File: config.mk
export PLATFORM = sky130hd
export DESIGN_NAME = dhcp_option_scanner_core
export DESIGN_NICKNAME = d
export VERILOG_FILES = /design/src/sv/dos_pkg.sv /design/src/sv/dos_front.sv /design/src/sv/dos_fifo.sv /design/src/sv/dos_back.sv /design/src/sv/dhcp_option_scanner_core.sv
export SDC_FILE = /design/constraint.sdc
export NUM_CORES = 1
export LEC_CHECK = 0
export ABC_AREA = 1
export BUFFER_PORTS_ARGS = -buffer_cell sky130_fd_sc_hd__buf_2
export CORE_MARGIN = 2
export CORE_UTILIZATION = 50
export DETAILED_ROUTE_END_ITERATION = 12
export MAX_ROUTING_LAYER = met4
export PLACE_DENSITY = 0.69
export SLEW_MARGIN = 20
export SYNTH_ARGS = -nofsm -noshare
export SYNTH_HDL_FRONTEND = slang
export SYNTH_SLANG_ARGS = --single-unit
export TNS_END_PERCENT = 10
File: constraint.sdc
create_clock -name clk -period 4.5 [get_ports clk]
set_input_delay 1.125 -clock clk [delete_from_list [all_inputs] [get_ports clk]]
set_output_delay 1.125 -clock clk [all_outputs]
set_load 0.005 [all_outputs]
File: src/sv/dos_pkg.sv
// Package with shared constants, types and a helper function of the DHCP option scanner.
package dos_pkg;

    // Message layout.
    localparam int MAX_FRAME_BYTES = 2048;
    localparam int HEADER_BYTES    = 236;
    localparam int POS_W           = $clog2(MAX_FRAME_BYTES + 1);

    // Option codes with a fixed meaning.
    localparam logic [7:0] OPT_PAD      = 8'd0;
    localparam logic [7:0] OPT_MSG_TYPE = 8'd53;
    localparam logic [7:0] OPT_END      = 8'd255;

    // Configuration register indexes.
    localparam int CFG_IDX_W = 2;
    localparam int CFG_DATA_W = 12;
    localparam logic [CFG_IDX_W-1:0] CFG_WANTED_OPTION = 2'd0;
    localparam logic [CFG_IDX_W-1:0] CFG_MIN_LENGTH    = 2'd1;

    localparam logic [7:0]            WANTED_RESET  = 8'd54;
    localparam logic [CFG_DATA_W-1:0] MIN_LEN_RESET = 12'd240;

    // Queue between front and back.
    localparam int FIFO_DEPTH = 4;
    localparam int FIFO_PTR_W = $clog2(FIFO_DEPTH);
    localparam int FIFO_CNT_W = $clog2(FIFO_DEPTH + 1);

    // Role of a byte, settled by its position in the message.
    typedef enum logic [1:0] {
        KIND_NONE   = 2'd0,
        KIND_XID    = 2'd1,
        KIND_COOKIE = 2'd2,
        KIND_OPT    = 2'd3
    } dos_kind_t;

    // One classified word handed from front to back.
    typedef struct packed {
        logic [7:0] data;
        logic       last;
        dos_kind_t  kind;
        logic [1:0] sub;
        logic       len_ok;
    } dos_entry_t;

    // One result word.
    typedef struct packed {
        logic        is_dhcp;
        logic [31:0] transaction_id;
        logic        type_found;
        logic [7:0]  message_type;
        logic        option_found;
        logic        option_too_large;
        logic [31:0] option_value;
        logic        end_seen;
    } dos_result_t;

    // Option walk phase.
    typedef enum logic [2:0] {
        PH_CODE  = 3'b001,
        PH_LEN   = 3'b010,
        PH_VALUE = 3'b100
    } dos_phase_t;

    // Magic cookie byte at a given offset after the header.
    function automatic logic [7:0] cookie_byte(input logic [1:0] idx);
        logic [7:0] b;
        case (idx)
            2'd0:    b = 8'h63;
            2'd1:    b = 8'h82;
            2'd2:    b = 8'h53;
            default: b = 8'h63;
        endcase
        return b;
    endfunction

endpackage

File: src/sv/dos_front.sv
// Front part: accepts message bytes, tracks the byte position and classifies each byte.
module dos_front
    import dos_pkg::*;
(
    input  logic                  clk,
    input  logic                  rst_n,
    input  logic                  in_valid,
    output logic                  in_ready,
    input  logic [7:0]            data_byte,
    input  logic                  last,
    input  logic [CFG_DATA_W-1:0] min_length,
    input  logic                  fifo_full,
    output logic                  push,
    output dos_entry_t            entry
);

    localparam logic [POS_W-1:0] XID_FIRST    = POS_W'(4);
    localparam logic [POS_W-1:0] XID_END      = POS_W'(8);
    localparam logic [POS_W-1:0] COOKIE_FIRST = POS_W'(HEADER_BYTES);
    localparam logic [POS_W-1:0] COOKIE_END   = POS_W'(HEADER_BYTES + 4);
    localparam logic [POS_W-1:0] POS_MAX      = POS_W'(MAX_FRAME_BYTES);

    logic [POS_W-1:0] pos_reg;
    logic [POS_W-1:0] pos_next;
    logic [POS_W-1:0] pos_inc;
    logic [POS_W-1:0] cookie_off;

    assign in_ready = !fifo_full;
    assign push     = in_valid && !fifo_full;

    // Position after this byte, held at the frame maximum.
    assign pos_inc    = (pos_reg < POS_MAX) ? pos_reg + POS_W'(1) : pos_reg;
    assign cookie_off = pos_reg - COOKIE_FIRST;

    // Classify the byte by where it sits in the message.
    always_comb
    begin
        entry.data   = data_byte;
        entry.last   = last;
        entry.kind   = KIND_NONE;
        entry.sub    = 2'd0;
        entry.len_ok = (POS_W'(pos_inc) >= POS_W'(min_length)) && (pos_inc >= COOKIE_END)
                       && ({1'b0, pos_inc} >= {1'b0, min_length});
        if (pos_reg >= XID_FIRST && pos_reg < XID_END)
        begin
            entry.kind = KIND_XID;
            entry.sub  = pos_reg[1:0];
        end
        else if (pos_reg >= COOKIE_FIRST && pos_reg < COOKIE_END)
        begin
            entry.kind = KIND_COOKIE;
            entry.sub  = cookie_off[1:0];
        end
        else if (pos_reg >= COOKIE_END)
        begin
            entry.kind = KIND_OPT;
        end
    end

    // The position restarts after the final byte of a message.
    always_comb
    begin
        pos_next = pos_reg;
        if (push)
        begin
            pos_next = last ? '0 : pos_inc;
        end
    end

    always_ff @(posedge clk or negedge rst_n)
    begin
        if (!rst_n)
        begin
            pos_reg <= '0;
        end
        else
        begin
            pos_reg <= pos_next;
        end
    end

endmodule

File: src/sv/dos_fifo.sv
// Short queue of classified words between the front and back parts.
module dos_fifo
    import dos_pkg::*;
(
    input  logic       clk,
    input  logic       rst_n,
    input  logic       wr_en,
    input  dos_entry_t wr_data,
    output logic       full,
    input  logic       rd_en,
    output logic       rd_valid,
    output dos_entry_t rd_data
);

    dos_entry_t            mem_reg [FIFO_DEPTH];
    logic [FIFO_PTR_W-1:0] wr_ptr_reg;
    logic [FIFO_PTR_W-1:0] wr_ptr_next;
    logic [FIFO_PTR_W-1:0] rd_ptr_reg;
    logic [FIFO_PTR_W-1:0] rd_ptr_next;
    logic [FIFO_CNT_W-1:0] count_reg;
    logic [FIFO_CNT_W-1:0] count_next;
    logic                  do_push;
    logic                  do_pop;

    assign full     = (count_reg == FIFO_CNT_W'(FIFO_DEPTH));
    assign rd_valid = (count_reg != '0);
    assign rd_data  = mem_reg[rd_ptr_reg];
    assign do_push  = wr_en && !full;
    assign do_pop   = rd_en && rd_valid;

    // Pointer and fill count updates.
    always_comb
    begin
        wr_ptr_next = do_push ? wr_ptr_reg + FIFO_PTR_W'(1) : wr_ptr_reg;
        rd_ptr_next = do_pop ? rd_ptr_reg + FIFO_PTR_W'(1) : rd_ptr_reg;
        count_next  = count_reg;
        if (do_push && !do_pop)
        begin
            count_next = count_reg + FIFO_CNT_W'(1);
        end
        else if (do_pop && !do_push)
        begin
            count_next = count_reg - FIFO_CNT_W'(1);
        end
    end

    always_ff @(posedge clk or negedge rst_n)
    begin
        if (!rst_n)
        begin
            wr_ptr_reg <= '0;
            rd_ptr_reg <= '0;
            count_reg  <= '0;
        end
        else
        begin
            wr_ptr_reg <= wr_ptr_next;
            rd_ptr_reg <= rd_ptr_next;
            count_reg  <= count_next;
        end
    end

    // Storage needs no reset.
    always_ff @(posedge clk)
    begin
        if (do_push)
        begin
            mem_reg[wr_ptr_reg] <= wr_data;
        end
    end

`ifndef ASSERT_OFF
    a_count_bound: assert property (@(posedge clk) disable iff (!rst_n)
        count_reg <= FIFO_CNT_W'(FIFO_DEPTH))
        else $error("queue fill count beyond depth");
    a_count_up: assert property (@(posedge clk) disable iff (!rst_n)
        do_push && !do_pop |=> count_reg == $past(count_reg) + FIFO_CNT_W'(1))
        else $error("queue count did not grow on push");
    a_ptr_gap: assert property (@(posedge clk) disable iff (!rst_n)
        (count_reg != FIFO_CNT_W'(FIFO_DEPTH)) |->
        (FIFO_PTR_W'(wr_ptr_reg - rd_ptr_reg) == count_reg[FIFO_PTR_W-1:0]))
        else $error("queue pointers disagree with fill count");
`endif

endmodule

File: src/sv/dos_back.sv
// Back part: checks the cookie, walks the option TLVs and builds the result word.
module dos_back
    import dos_pkg::*;
(
    input  logic        clk,
    input  logic        rst_n,
    input  logic [7:0]  wanted_option,
    input  logic        q_valid,
    input  dos_entry_t  q_data,
    output logic        q_pop,
    output logic        out_valid,
    input  logic        out_ready,
    output dos_result_t result
);

    logic        cookie_ok_reg,  cookie_ok_next;
    logic [31:0] xid_reg,        xid_next;
    dos_phase_t  phase_reg,      phase_next;
    logic [7:0]  code_reg,       code_next;
    logic [7:0]  left_reg,       left_next;
    logic [1:0]  vidx_reg,       vidx_next;
    logic        f_type_reg,     f_type_next;
    logic        f_opt_reg,      f_opt_next;
    logic        f_big_reg,      f_big_next;
    logic        f_end_reg,      f_end_next;
    logic [7:0]  type_reg,       type_next;
    logic [31:0] value_reg,      value_next;
    logic        grab_type_reg,  grab_type_next;
    logic        grab_value_reg, grab_value_next;
    logic        out_valid_reg,  out_valid_next;
    dos_result_t result_reg,     result_next;
    logic        slot_free;
    logic        finish;
    logic        dhcp;

    // A final word waits until the output register can take its result.
    assign slot_free = !out_valid_reg || out_ready;
    assign q_pop     = q_valid && (!q_data.last || slot_free);
    assign finish    = q_pop && q_data.last;
    assign out_valid = out_valid_reg;
    assign result    = result_reg;

    // Per-word state update.
    always_comb
    begin
        cookie_ok_next  = cookie_ok_reg;
        xid_next        = xid_reg;
        phase_next      = phase_reg;
        code_next       = code_reg;
        left_next       = left_reg;
        vidx_next       = vidx_reg;
        f_type_next     = f_type_reg;
        f_opt_next      = f_opt_reg;
        f_big_next      = f_big_reg;
        f_end_next      = f_end_reg;
        type_next       = type_reg;
        value_next      = value_reg;
        grab_type_next  = grab_type_reg;
        grab_value_next = grab_value_reg;
        if (q_pop)
        begin
            case (q_data.kind)
                KIND_XID:
                begin
                    xid_next = xid_reg | (32'(q_data.data) << {q_data.sub, 3'b000});
                end
                KIND_COOKIE:
                begin
                    if (q_data.data != cookie_byte(q_data.sub))
                    begin
                        cookie_ok_next = 1'b0;
                    end
                end
                KIND_OPT:
                begin
                    if (!f_end_reg)
                    begin
                        case (phase_reg)
                            PH_CODE:
                            begin
                                if (q_data.data == OPT_END)
                                begin
                                    f_end_next = 1'b1;
                                end
                                else if (q_data.data != OPT_PAD)
                                begin
                                    code_next  = q_data.data;
                                    phase_next = PH_LEN;
                                end
                            end
                            PH_LEN:
                            begin
                                left_next       = q_data.data;
                                vidx_next       = 2'd0;
                                grab_type_next  = (code_reg == OPT_MSG_TYPE) &&
                                                  (q_data.data == 8'd1) && !f_type_reg;
                                grab_value_next = 1'b0;
                                if (code_reg == wanted_option && !f_opt_reg)
                                begin
                                    f_opt_next = 1'b1;
                                    if (q_data.data > 8'd4)
                                    begin
                                        f_big_next = 1'b1;
                                        value_next = '0;
                                    end
                                    else
                                    begin
                                        grab_value_next = 1'b1;
                                    end
                                end
                                phase_next = (q_data.data == 8'd0) ? PH_CODE : PH_VALUE;
                            end
                            PH_VALUE:
                            begin
                                if (grab_type_reg)
                                begin
                                    type_next      = q_data.data;
                                    f_type_next    = 1'b1;
                                    grab_type_next = 1'b0;
                                end
                                if (grab_value_reg)
                                begin
                                    value_next = value_reg |
                                                 (32'(q_data.data) << {vidx_reg, 3'b000});
                                    vidx_next  = vidx_reg + 2'd1;
                                end
                                left_next = left_reg - 8'd1;
                                if (left_reg == 8'd1)
                                begin
                                    phase_next      = PH_CODE;
                                    grab_type_next  = 1'b0;
                                    grab_value_next = 1'b0;
                                end
                            end
                            default:
                            begin
                                phase_next = PH_CODE;
                            end
                        endcase
                    end
                end
                default:
                begin
                end
            endcase
        end
    end

    // Result of a message, all zero when it is not DHCP.
    always_comb
    begin
        dhcp        = cookie_ok_next && q_data.len_ok;
        result_next = '0;
        if (dhcp)
        begin
            result_next.is_dhcp          = 1'b1;
            result_next.transaction_id   = xid_next;
            result_next.type_found       = f_type_next;
            result_next.message_type     = f_type_next ? type_next : 8'd0;
            result_next.option_found     = f_opt_next;
            result_next.option_too_large = f_big_next;
            result_next.option_value     = f_big_next ? 32'd0 : value_next;
            result_next.end_seen         = f_end_next;
        end
        out_valid_next = finish ? 1'b1 : (out_ready ? 1'b0 : out_valid_reg);
    end

    // Message state, cleared after each final word.
    always_ff @(posedge clk or negedge rst_n)
    begin
        if (!rst_n)
        begin
            cookie_ok_reg  <= 1'b1;
            xid_reg        <= '0;
            phase_reg      <= PH_CODE;
            code_reg       <= '0;
            left_reg       <= '0;
            vidx_reg       <= '0;
            f_type_reg     <= 1'b0;
            f_opt_reg      <= 1'b0;
            f_big_reg      <= 1'b0;
            f_end_reg      <= 1'b0;
            type_reg       <= '0;
            value_reg      <= '0;
            grab_type_reg  <= 1'b0;
            grab_value_reg <= 1'b0;
            out_valid_reg  <= 1'b0;
        end
        else
        begin
            out_valid_reg <= out_valid_next;
            if (finish)
            begin
                cookie_ok_reg  <= 1'b1;
                xid_reg        <= '0;
                phase_reg      <= PH_CODE;
                code_reg       <= '0;
                left_reg       <= '0;
                vidx_reg       <= '0;
                f_type_reg     <= 1'b0;
                f_opt_reg      <= 1'b0;
                f_big_reg      <= 1'b0;
                f_end_reg      <= 1'b0;
                type_reg       <= '0;
                value_reg      <= '0;
                grab_type_reg  <= 1'b0;
                grab_value_reg <= 1'b0;
            end
            else
            begin
                cookie_ok_reg  <= cookie_ok_next;
                xid_reg        <= xid_next;
                phase_reg      <= phase_next;
                code_reg       <= code_next;
                left_reg       <= left_next;
                vidx_reg       <= vidx_next;
                f_type_reg     <= f_type_next;
                f_opt_reg      <= f_opt_next;
                f_big_reg      <= f_big_next;
                f_end_reg      <= f_end_next;
                type_reg       <= type_next;
                value_reg      <= value_next;
                grab_type_reg  <= grab_type_next;
                grab_value_reg <= grab_value_next;
            end
        end
    end

    // Output payload register.
    always_ff @(posedge clk)
    begin
        if (finish)
        begin
            result_reg <= result_next;
        end
    end

`ifndef ASSERT_OFF
    a_finish_shows: assert property (@(posedge clk) disable iff (!rst_n)
        finish |=> out_valid_reg)
        else $error("final word did not produce a result");
    a_big_has_opt: assert property (@(posedge clk) disable iff (!rst_n)
        f_big_reg |-> f_opt_reg)
        else $error("too-large flag without option flag");
    a_type_clean: assert property (@(posedge clk) disable iff (!rst_n)
        !f_type_reg |-> type_reg == 8'd0)
        else $error("message type stored without its flag");
    a_no_overwrite: assert property (@(posedge clk) disable iff (!rst_n)
        out_valid_reg && !out_ready |-> !finish)
        else $error("pending result overwritten");
`endif

endmodule

File: src/sv/dhcp_option_scanner_core.sv
// Top level of the DHCP option scanner: configuration registers and the front, queue and back.
//
// Usage: message bytes enter on data_byte, one word per cycle, from the first byte on, with
// last high on the final byte; a word is taken when in_valid and in_ready are both high.
// One result word leaves on out_valid/out_ready after each final byte: is_dhcp, the
// transaction id, message type, the wanted option's value and flags, and end_seen.
// The front counts byte positions and tags each byte (transaction id, cookie or option);
// a four-word queue passes tagged words to the back, which walks the option TLVs.
// Throughput is one byte per cycle while the queue is not full; the back's option walk takes a word on every pop.
// The final byte is written into the queue; the back pops it and registers the result in the
// output register, without waiting when the queue is empty and the output register is free.
// When the receiver stalls, the back keeps working on bytes of the next message and
// only holds at that message's final byte; in_ready drops once the queue fills.
// Reset (rst_n low, asynchronous) empties the queue and output register, clears all
// message state, and sets wanted_option to 54 and min_length to 240.
// Configuration: cfg_we writes cfg_data to register cfg_index (0 wanted_option,
// 1 min_length) at once; write only while no message is in flight.
module dhcp_option_scanner_core
    import dos_pkg::*;
(
    input  logic                  clk,
    input  logic                  rst_n,
    input  logic                  cfg_we,
    input  logic [CFG_IDX_W-1:0]  cfg_index,
    input  logic [CFG_DATA_W-1:0] cfg_data,
    input  logic                  in_valid,
    output logic                  in_ready,
    input  logic [7:0]            data_byte,
    input  logic                  last,
    output logic                  out_valid,
    input  logic                  out_ready,
    output logic                  is_dhcp,
    output logic [31:0]           transaction_id,
    output logic                  type_found,
    output logic [7:0]            message_type,
    output logic                  option_found,
    output logic                  option_too_large,
    output logic [31:0]           option_value,
    output logic                  end_seen
);

    logic [7:0]            wanted_reg;
    logic [CFG_DATA_W-1:0] min_len_reg;
    logic                  fifo_full;
    logic                  push;
    dos_entry_t            entry;
    logic                  q_valid;
    dos_entry_t            q_data;
    logic                  q_pop;
    dos_result_t           result;

    // Configuration registers.
    always_ff @(posedge clk or negedge rst_n)
    begin
        if (!rst_n)
        begin
            wanted_reg  <= WANTED_RESET;
            min_len_reg <= MIN_LEN_RESET;
        end
        else if (cfg_we)
        begin
            case (cfg_index)
                CFG_WANTED_OPTION: wanted_reg  <= cfg_data[7:0];
                CFG_MIN_LENGTH:    min_len_reg <= cfg_data;
                default:
                begin
                end
            endcase
        end
    end

    dos_front u_front (
        .clk        (clk),
        .rst_n      (rst_n),
        .in_valid   (in_valid),
        .in_ready   (in_ready),
        .data_byte  (data_byte),
        .last       (last),
        .min_length (min_len_reg),
        .fifo_full  (fifo_full),
        .push       (push),
        .entry      (entry)
    );

    dos_fifo u_fifo (
        .clk      (clk),
        .rst_n    (rst_n),
        .wr_en    (push),
        .wr_data  (entry),
        .full     (fifo_full),
        .rd_en    (q_pop),
        .rd_valid (q_valid),
        .rd_data  (q_data)
    );

    dos_back u_back (
        .clk           (clk),
        .rst_n         (rst_n),
        .wanted_option (wanted_reg),
        .q_valid       (q_valid),
        .q_data        (q_data),
        .q_pop         (q_pop),
        .out_valid     (out_valid),
        .out_ready     (out_ready),
        .result        (result)
    );

    assign is_dhcp          = result.is_dhcp;
    assign transaction_id   = result.transaction_id;
    assign type_found       = result.type_found;
    assign message_type     = result.message_type;
    assign option_found     = result.option_found;
    assign option_too_large = result.option_too_large;
    assign option_value     = result.option_value;
    assign end_seen         = result.end_seen;

endmodule
## Word level (Yosys, flattened, before mapping)

Memory sizes are Yosys's and may differ from the RTL's.
Cells that the tools add are included.

- Bits in registers: 217
- Bits in writable memories: 56
- Bits of input ports: 28
- Memories: 1

- Add/subtract/negate cells: 8
- Order comparisons: 10
- Eq/ne operators: 22
- Shift operators: 2
- Muxes and demuxes: 104
- Bitwise logic cells: 3
- Reductions and logical operators: 44

Memory list:

| name | words | bits a word | read ports | clocked after memory_dff | wr ports | RTL line | source |
|---|---|---|---|---|---|---|---|
| u_fifo.mem_reg | 4 | 14 | 1 | 0 | 1 | dos_fifo.sv:15 | `dos_entry_t mem_reg [FIFO_DEPTH];` |

Operators by type and width:

| kind | number |
|---|---|
| 32-bit 2-to-1 mux | 11 |
| 8-bit 2-to-1 mux | 20 |
| 77-bit 2-to-1 mux | 1 |
| 32-bit OR | 2 |
| 32-bit one-hot mux with 2 select lines | 1 |
| 8-bit by 5-bit << shifter with 32-bit output | 2 |
| 1-bit 2-to-1 mux | 44 |
| 12-bit by 8-bit greater-or-equal comparator with 1-bit output (second input constant) | 3 |
| 8-bit one-hot mux with 2 select lines | 2 |
| 3-bit 2-to-1 mux | 10 |
| 12-bit greater-or-equal comparator | 2 |
| 12-bit 2-to-1 mux | 2 |
| 8-bit by 1-bit == test with 1-bit output (second input constant) | 2 |
| 2-bit 2-to-1 mux | 8 |
| 1-bit logical AND | 15 |
| 12-bit by 1-bit adder with 12-bit output (second input constant) | 1 |
| 12-bit by 3-bit greater-or-equal comparator with 1-bit output (second input constant) | 1 |
| 12-bit less-than comparator (second input constant) | 1 |
| 12-bit by 4-bit less-than comparator with 1-bit output (second input constant) | 1 |
| 12-bit by 8-bit less-than comparator with 1-bit output (second input constant) | 1 |
| 6-bit AND reduction | 2 |
| 2-bit nonzero test | 6 |
| 5-bit AND reduction | 2 |
| 3-bit by 1-bit inequality test with 1-bit output (second input constant) | 3 |
| other kinds (32) | 50 |

## Depth between registers and ports, before layout

Gate-level depths: netlist of the first run.

- Depth in word-level cells: 12
- Depth in mapped cells: 17
- Gate-level depth less buffers: 15

## Hierarchy

Synthesis of the first run repeated with hierarchy kept, for this count alone.

- Cell total of the unflattened synthesis: 1312
- Area, all modules: 12639.6 um2

Modules (own cells, without submodules):

| module | instances | cells an instance | area each (um2) | sequential area each (um2) |
|---|---|---|---|---|
| dos_back | 1 | 820 | 7732.4 | 4842.1 |
| dos_fifo | 1 | 224 | 2778.9 | 1856.8 |
| dos_front | 1 | 179 | 1287.5 | 300.3 |
| dhcp_option_scanner_core | 1 | 89 | 840.8 | 510.5 |

## Worst setup path after synthesis of the first run

Ideal clock, no wire load.

- Kind: input-to-reg
- Start: input port out_ready
- End: register u_back.result_reg (netlist bit u_back.result[0]) (enable)
- Data arrival time: 3.959 ns
- Required time: 4.028 ns
- Slack: 0.069 ns
- Stages: 7
- Cell sequence: nor2_1 > nand3_1 > nand2_2 > inv_2 > nand2_1 > inv_2 > clkbuf_1

- Cells in the longest elaborated chain, start to end: 4

Ends and longest elaborated chain:

| what | RTL line | source |
|---|---|---|
| start: declaration | dhcp_option_scanner_core.sv:31 | `input logic out_ready,` |
| 1-bit logical OR | dos_back.sv:37 | `assign slot_free = !out_valid_reg \|\| out_ready;` |
| 1-bit logical OR | dos_back.sv:38 | `assign q_pop = q_valid && (!q_data.last \|\| slot_free);` |
| 1-bit logical AND | dos_back.sv:38 |  |
| 1-bit logical AND | dos_back.sv:39 | `assign finish = q_pop && q_data.last;` |
| net u_back.finish | dos_back.sv:33 | `logic finish;` |
| end signal: assignment | dos_back.sv:234 | `result_reg <= result_next;` |
| end: declaration | dos_back.sv:31 | `dos_result_t result_reg, result_next;` |

The timed path passes the listed nets, and every way through them passes these cells.
A chain may end at the register's enable or synchronous reset.

## Final worst setup path of the first run

- Start: register u_fifo.rd_ptr_reg[1]
- End: register u_back.result_reg (netlist bit u_back.result[2]), data pin

- Cells in the longest elaborated chain, start to end: 12
- Elaborated cells between the ends (all ways): 34
- Those cells by class: 1 x order compare; 5 x eq/ne; 1 x shift; 19 x mux; 2 x bitwise; 5 x reduce/logical; 1 x memory

Ends and longest elaborated chain:

| what | RTL line | source |
|---|---|---|
| start: declaration | dos_fifo.sv:18 | `logic [FIFO_PTR_W-1:0] rd_ptr_reg;` |
| start signal: assignment | dos_fifo.sv:58 | `rd_ptr_reg <= rd_ptr_next;` |
| memory 4 x 14 bit (*) | - |  |
| 2-bit == test or 2-bit by 1-bit == test with 1-bit output (tied branches) | dos_pkg.sv:67 | `case (idx)` |
| 8-bit one-hot mux with 2 select lines | dos_pkg.sv:67 |  |
| 8-bit 2-to-1 mux | dos_back.sv:62 | `case (q_data.kind)` |
| 8-bit 2-to-1 mux | dos_back.sv:60 | `if (q_pop)` |
| 8-bit inequality test | dos_back.sv:69 | `if (q_data.data != cookie_byte(q_data.sub))` |
| 1-bit 2-to-1 mux | dos_back.sv:69 |  |
| 1-bit 2-to-1 mux | dos_back.sv:62 |  |
| 1-bit 2-to-1 mux | dos_back.sv:60 |  |
| 1-bit logical AND (*) | dos_back.sv:152 | `dhcp = cookie_ok_next && q_data.len_ok;` |
| net u_back.dhcp | dos_back.sv:34 | `logic dhcp;` |
| 1-bit inverter (no line) (*) | - |  |
| 2-bit OR reduction (no line) (*) | - |  |

Mark *: on every way through the listed nets, which the timed path passes. The rest lies on a longest branch. The select of a mux whose other input is x is not followed.

==> results of run 1 <==
## critical path, stage by stage (launching register included)
cell     delay (ns)
dfrtp_1        0.71
inv_2          0.29
a32oi_1        0.50
ha_1           0.34
inv_1          0.06
nand3_1        0.07
nand2_1        0.07
nor2_1         0.04
nand3_1        0.09
nand2_2        0.08
nand2_4        0.10
nor2_8         0.05
nand2_4        0.41
nor2_1         0.08
## power breakdown
group / switching [uW] / internal, uW
combinational: 2730 / 1020
sequential: 309 / 3560
clock: 947 / 1470
total: 3990 / 6050
## synthesized netlist by cell type, drive strengths merged
library cell	instances	area, um2
a21oi	50	250
a22o	1	8.76
a31oi	2	12.5
a32oi	2	17.5
a41oi	2	17.5
and2	1	6.26
buf	31	224
clkbuf	12	45.0
clkinv	2	8.75
dfrtp	130	3250
dfstp	10	263
edfxtp	133	3990
fa	1	20.0
ha	23	288
inv	124	465
nand2	250	988
nand3	72	383
nand3b	4	30.0
nand4	6	43.8
nor2	248	1070
nor3	22	110
nor4	3	18.8
o2111ai	4	35.0
o211ai	1	7.51
o21a	1	7.51
o21ai	82	437
o22ai	6	37.5
o31ai	1	7.51
or2	2	12.5
xnor2	6	52.6
xor2	17	149
## area by class of cell
class | instances | area share
Clock buffer | 35 | 0.0561
Multi-Input combinational cell | 807 | 0.285
Clock inverter | 18 | 0.0143
Tap cell | 324 | 0.0289
Inverter | 126 | 0.0340
Timing Repair Buffer | 118 | 0.0464
Sequential cell | 273 | 0.535
## placed cells by master (no fill, tap or decap), types with 3 or more instances in the layout
cell / instances
o22ai_1: 6
buf_2: 105
nand3_1: 69
o2111ai_1: 4
bufinv_16: 4
a21oi_1: 50
nor3_1: 22
clkinvlp_4: 3
nor2_2: 33
nand2_1: 234
inv_2: 6
xnor2_1: 6
nor4_1: 3
nand3b_1: 4
dfrtp_1: 130
clkbuf_8: 4
o21ai_1: 3
xor2_1: 17
clkbuf_16: 29
edfxtp_1: 133
o21ai_0: 72
nor2_4: 5
nand4_1: 5
ha_1: 23
nand2_2: 14
buf_4: 10
o21ai_2: 7
clkinv_1: 3
inv_1: 117
dfstp_2: 10
clkinv_2: 9
nor2_1: 209
## kinds of logic after synthesis
family          count (synthesis)
fa+ha+maj                      24
compound gates                152
buf+inv                       169
xor+xnor                       23
simple gates                  608
flops                         273
## final timing paths
path,cells past startpoint,end,slack (ns),from
hold / removal,2,u_back.phase_reg[0],0.47,u_back.phase_reg[0]
max in group asynchronous,2,wanted_reg[4],3.05,rst_n
min in group asynchronous,1,u_fifo.rd_ptr_reg[1],0.63,rst_n
hold reg to reg,2,u_back.phase_reg[0],0.47,u_back.phase_reg[0]
setup / recovery,13,u_back.result[2],1.34,u_fifo.rd_ptr_reg[1]
setup reg to reg,13,u_back.result[2],1.34,u_fifo.rd_ptr_reg[1]
## routing by layer
layer | track usage | wire [um] | vias to the layer above
li1 | - | - | 4291
met1 | 0.298 | 11800 | 4226
met2 | 0.343 | 12500 | 259
met3 | 0.0297 | 1510 | 47
met4 | 0.0651 | 718 | 0
met5 | - | 0 | -
## per-stage QoR
| step | instance area, um2 | cells | setup WS, ns | hold WS (ns) |
|---|---|---|---|---|
| 2_1_floorplan | 12300 | 1249 | 0.0692 | 0.448 |
| 3_3_place_gp | 13100 | 1648 | 1.35 | 0.462 |
| 3_5_place_dp | 13100 | 1648 | 1.30 | 0.466 |
| 4_1_cts | 14000 | 1701 | 1.30 | 0.475 |
| 5_1_grt | 14000 | 1701 | 1.01 | 0.502 |
| 6_report | 14000 | 1701 | 1.34 | 0.475 |
==> impl_metrics.yaml, run 1 <==
cells_and_area:
  antenna_cells: 0
  fin_util: 0.581
  synthToLayoutAreaGrowth_pct: 14.5
  seq_area_um2: 7510
  n_fill_cell: 2016
  drive_above_1_share: 0.183
  fin_nets: 1407
  multi_input_area_um2: 4010
  largest_reg_flops: 77
drt:
  routed_wirelength_um: 26500
  drc: 0
  first_pass_iters: 5
  drt-vias-per-instance: 5.19
  first_iter_violations: 813
  detail-route-antenna-nets: 0
  wl_per_cell_um: 15.6
  vias: 8823
cts:
  cts_tree: "done"
  hold_buffers: 0
  post_cts_buffers: 0
  clkLatencyLatePin_ns: 0.53
  cts_inserted_buffers: 29
  cts_sinks: 273
  cts_root_buffer: "clkbuf_16"
  clk_path_buf_depth: 3
  htree_levels: 1
  post_cts_resized: 0
  cts.clk_slew.worst_paths_ns: 0.06
power_and_ir_drop:
  p_leak_uw: 0.00633
  power_uw: 10000
  power_density_nw_per_um2: 715
  vdd_drop_max_mv: 0.357
place:
  portBuffers: 106
  routabilityCongestion: 0.915
  hpwl_um: 17700
yosys:
  synth_cell_types: 47
  yosys_warnings: 0
  syn-num-nets: 1301
  synth_seq_cells: 273
  synthCells: 1249
  netlist_area_um2: 12300
  synth_top_family_by_area: "simple AND/OR/NAND/NOR gates"
  avgSynthCellArea_um2: 9.82
  yosys.area_share.xor_xnor: 0.0164
  synth_compound_area_frac: 0.0684
  synth_fa_ha_area_frac: 0.0251
  seq_area_frac_synth: 0.613
  muxShareOfSynthArea: 0
  synth_simple_gate_area_share: 0.217
floorplan:
  die_w_um: 161
  fp-row-count: 57
  dieArea_um2: 25800
  pin_count: 107
  initial_core_util: 0.507
  core_um2: 24200
  chipHeight_um: 161
timing:
  setup_tns_ns: 0
  finalCriticalPeriod_ns: 3.16
  tightest_slew_ns: 0.771
  finalMaxSlewViolations: 0
  fin_crit_sh: 0.701
  hold_violations: 0
  fin_skew_ns: 0.0139
  fmaxAchievable_mhz: 317
  rsz0062_at_grt: "no"
  relSlewSlack: 0.486
  report.final.setup_viol: 0
outcome:
  status: "complete, no violations"
grt:
  grt_max_degree: 83
  track_usage: 0.218
  grt_overflow_total: 0
  grt_pass1_vias: 8546
  antenna_found_initial: 0
  grt_pass1_wl_um: 43900
worst_setup_path:
  critPathKind: "flop to flop"
  start_kind: "flop"
  end_kind: "flop"
  crit_arrival_ns: 3.42
  critPathMaxFanout: 32
  cp.required_ns: 4.77
min_path:
  hp-class: "flop to flop"
run:
  maxCapViolCount: 0
Note: power is estimated with default switching activity, not from simulation.
==> inputs of run 2 (changes only) <==
Settings changed: ABC_AREA 1 to 0, PLACE_DENSITY 0.69 to 0.72.
Clock period 4.5 ns to 2.55 ns, I/O delays scaled along.
==> impl_metrics.yaml, run 2 <==
outcome:
  status: "finished with violations"
  violations: "negative setup slack"
drt:
  wl_per_cell_um: 17.3
  detail-route-antenna-nets: 0
  routed_wirelength_um: 26400
  first_iter_violations: 514
  first_pass_iters: 5
  vias: 8217
  drc: 0
  drt-vias-per-instance: 5.40
timing:
  hold_violations: 0
  tightest_slew_ns: 0.614
  worst_hold_slack_ns: 0.314
  relSlewSlack: 0.587
  fin_crit_sh: 1.04
  finalCriticalPeriod_ns: 2.66
  finalMaxSlewViolations: 0
  fmaxAchievable_mhz: 376
  fin_skew_ns: 0.0340
  fin_ws_ns: -0.106
  report.final.setup_viol: 88
  rsz0062_at_grt: "yes"
floorplan:
  core_um2: 22800
  chipHeight_um: 157
  fp-row-count: 55
  die_w_um: 157
  initial_core_util: 0.511
  pin_count: 107
  dieArea_um2: 24500
power_and_ir_drop:
  intPower_uw: 11200
  combPwrFrac: 0.384
  power_frac_seq: 0.378
  power_uw: 17100
  clkPwrFrac: 0.238
  power_density_nw_per_um2: 1160
  switching_share: 0.344
  vdd_drop_max_mv: 0.608
  p_leak_uw: 0.00627
  power.switching_uw: 5890
yosys:
  synthTopCellsByCount: "nor2_1, edfxtp_1, dfrtp_1"
  synth_cell_types: 67
  synth_top_area_frac: 0.343
  netlist_area_um2: 11600
  synthCells: 972
  avgSynthCellArea_um2: 12.0
  synth_seq_cells: 273
  synth_area_leaders: "edfxtp_1, dfrtp_1, nor2_1, a21oi_1, mux4_2"
  synthArstFlopShare: 0.513
  yosysTopAreaCell: "edfxtp_1"
  syn-num-nets: 1024
  seq_area_frac_synth: 0.645
  synth_edf_count: 133
  synth_most_common_cell: "nor2_1"
  yosys_warnings: 0
  synth_flop_cell: "edfxtp_1"
cells_and_area:
  antenna_cells: 0
  drive_above_1_share: 0.320
  n_fill_cell: 1649
  final_cell_mix: "nor2_1, edfxtp_1, dfrtp_1, buf_4, buf_2"
  final_common_cell: "nor2_1"
  synthToLayoutAreaGrowth_pct: 26.4
  fin_util: 0.646
  largest_reg_flops: 77
  fin_nets: 1240
grt:
  track_usage: 0.225
  grt_pass1_wl_um: 42400
  grt_max_degree: 84
  grt_overflow_total: 0
  grt_pass1_vias: 8225
  antenna_found_initial: 0
worst_setup_path:
  slowest_delay_ns: 0.56
  critPathKind: "flop to flop"
  r2r_start: "u_fifo.rd_ptr_reg[0]"
  cp_num_buf_inv: 3
  crit_arrival_ns: 2.93
  path_cells: "mux4_2 -> inv_4 -> ha_4 -> inv_4 -> nor4_4 -> and4b_1 -> a31oi_4 -> buf_6 -> nand2b_4 -> nor2_1"
  crit_top_cell: "inv_4"
  end_kind: "flop"
  critPathTopFamily: "simple AND/OR/NAND/NOR gates"
  cp.required_ns: 2.82
  cp-startpoint: "u_fifo.rd_ptr_reg[0]"
  critPathMaxFanout: 8
  crit_path_top_delay_cell: "mux4_2"
  start_kind: "flop"
cts:
  cts.clk_slew.worst_paths_ns: 0.06
  cts_tree: "done"
  cts_root_buffer: "clkbuf_16"
  cts_sinks: 273
  htree_levels: 1
  clkLatencyLatePin_ns: 0.55
  clk_path_buf_depth: 3
  cts_inserted_buffers: 28
place:
  preCtsSetupSlack_ns: -0.264
  routabilityCongestion: 0.873
  hpwl_um: 17200
  portBuffers: 106
min_path:
  min-delay-start: "data_byte[2]"
  hp-class: "input port to flop"
run:
  maxCapViolCount: 0
[run 2: worst paths after layout]
kind                       slack, ns  cells after the start              endpoint
max                            -0.11                     10      u_back.result[9]
min                             0.31                      1  u_fifo.mem_reg[3][8]
max reg2reg                    -0.11                     10      u_back.result[9]
min reg2reg                     0.48                      2   u_back.value_reg[3]
max in group asynchronous       1.26                      3        min_len_reg[4]
min in group asynchronous       0.58                      2  u_back.value_reg[27]
[run 2: repair_timing]
| action | CTS | global route |
|---|---|---|
| cloned | 3 | 0 |
| buffers inserted | 14 | 3 |
| endpoints found under the hold margin | 1 | 0 |
| resized for setup | 39 | 31 |
| pin swaps | 22 | 10 |
| hold buffers | 1 | 0 |
| setup endpoints to repair | 125 | 132 |
[run 2: layout make-up]
class | count | area, um2 | share of cell area
clock buffers | 40 | 776 | 0.0527
repair buffers | 236 | 1680 | 0.114
well taps | 313 | 392 | 0.0266
flip-flops and latches | 273 | 7510 | 0.510
inverters | 35 | 139 | 0.00943
clock inverters | 12 | 151 | 0.0103
multi-input cells | 614 | 4070 | 0.277
[run 2: metrics by stage]
stage | cells | TNS [ns] | cell area (um2)
after CTS | 1520 | -3.63 | 14600
after global routing | 1523 | -16.01 | 14700
after global placement | 1450 | -15.35 | 13300
after floorplan | 972 | -29.47 | 11700
after detailed placement | 1450 | -18.97 | 13300
final | 1523 | -4.29 | 14700
[run 2: cell families (layout without fill, tap and decap cells)]
kind of cell | after synthesis | after routing | synth area share
AO/OA/AOI/OAI | 169 | 169 | 0.0841
XOR/XNOR | 27 | 27 | 0.0203
buffers and inverters | 88 | 323 | 0.0305
AND/OR/NAND/NOR | 351 | 354 | 0.143
multiplexers | 40 | 40 | 0.0509
flip-flops | 273 | 273 | 0.645
adder cells (fa/ha/maj) | 24 | 24 | 0.0264
[run 2: metal layers]
layer | up-vias | routed length, um | track usage
li1 | 3883 | - | -
met1 | 3982 | 11400 | 0.302
met2 | 292 | 12600 | 0.360
met3 | 60 | 1630 | 0.0335
met4 | 0 | 748 | 0.0660
met5 | - | 0 | -
[run 2: power groups by stage]
stage | registers, uW | logic, uW | clock network, uW
after floorplan | 6520 | 3300 | 0
after global placement | 6510 | 5890 | 0
after detailed placement | 6540 | 5990 | 0
after CTS | 6470 | 6410 | 4150
after global routing | 6580 | 7130 | 4330
final | 6470 | 6560 | 4080
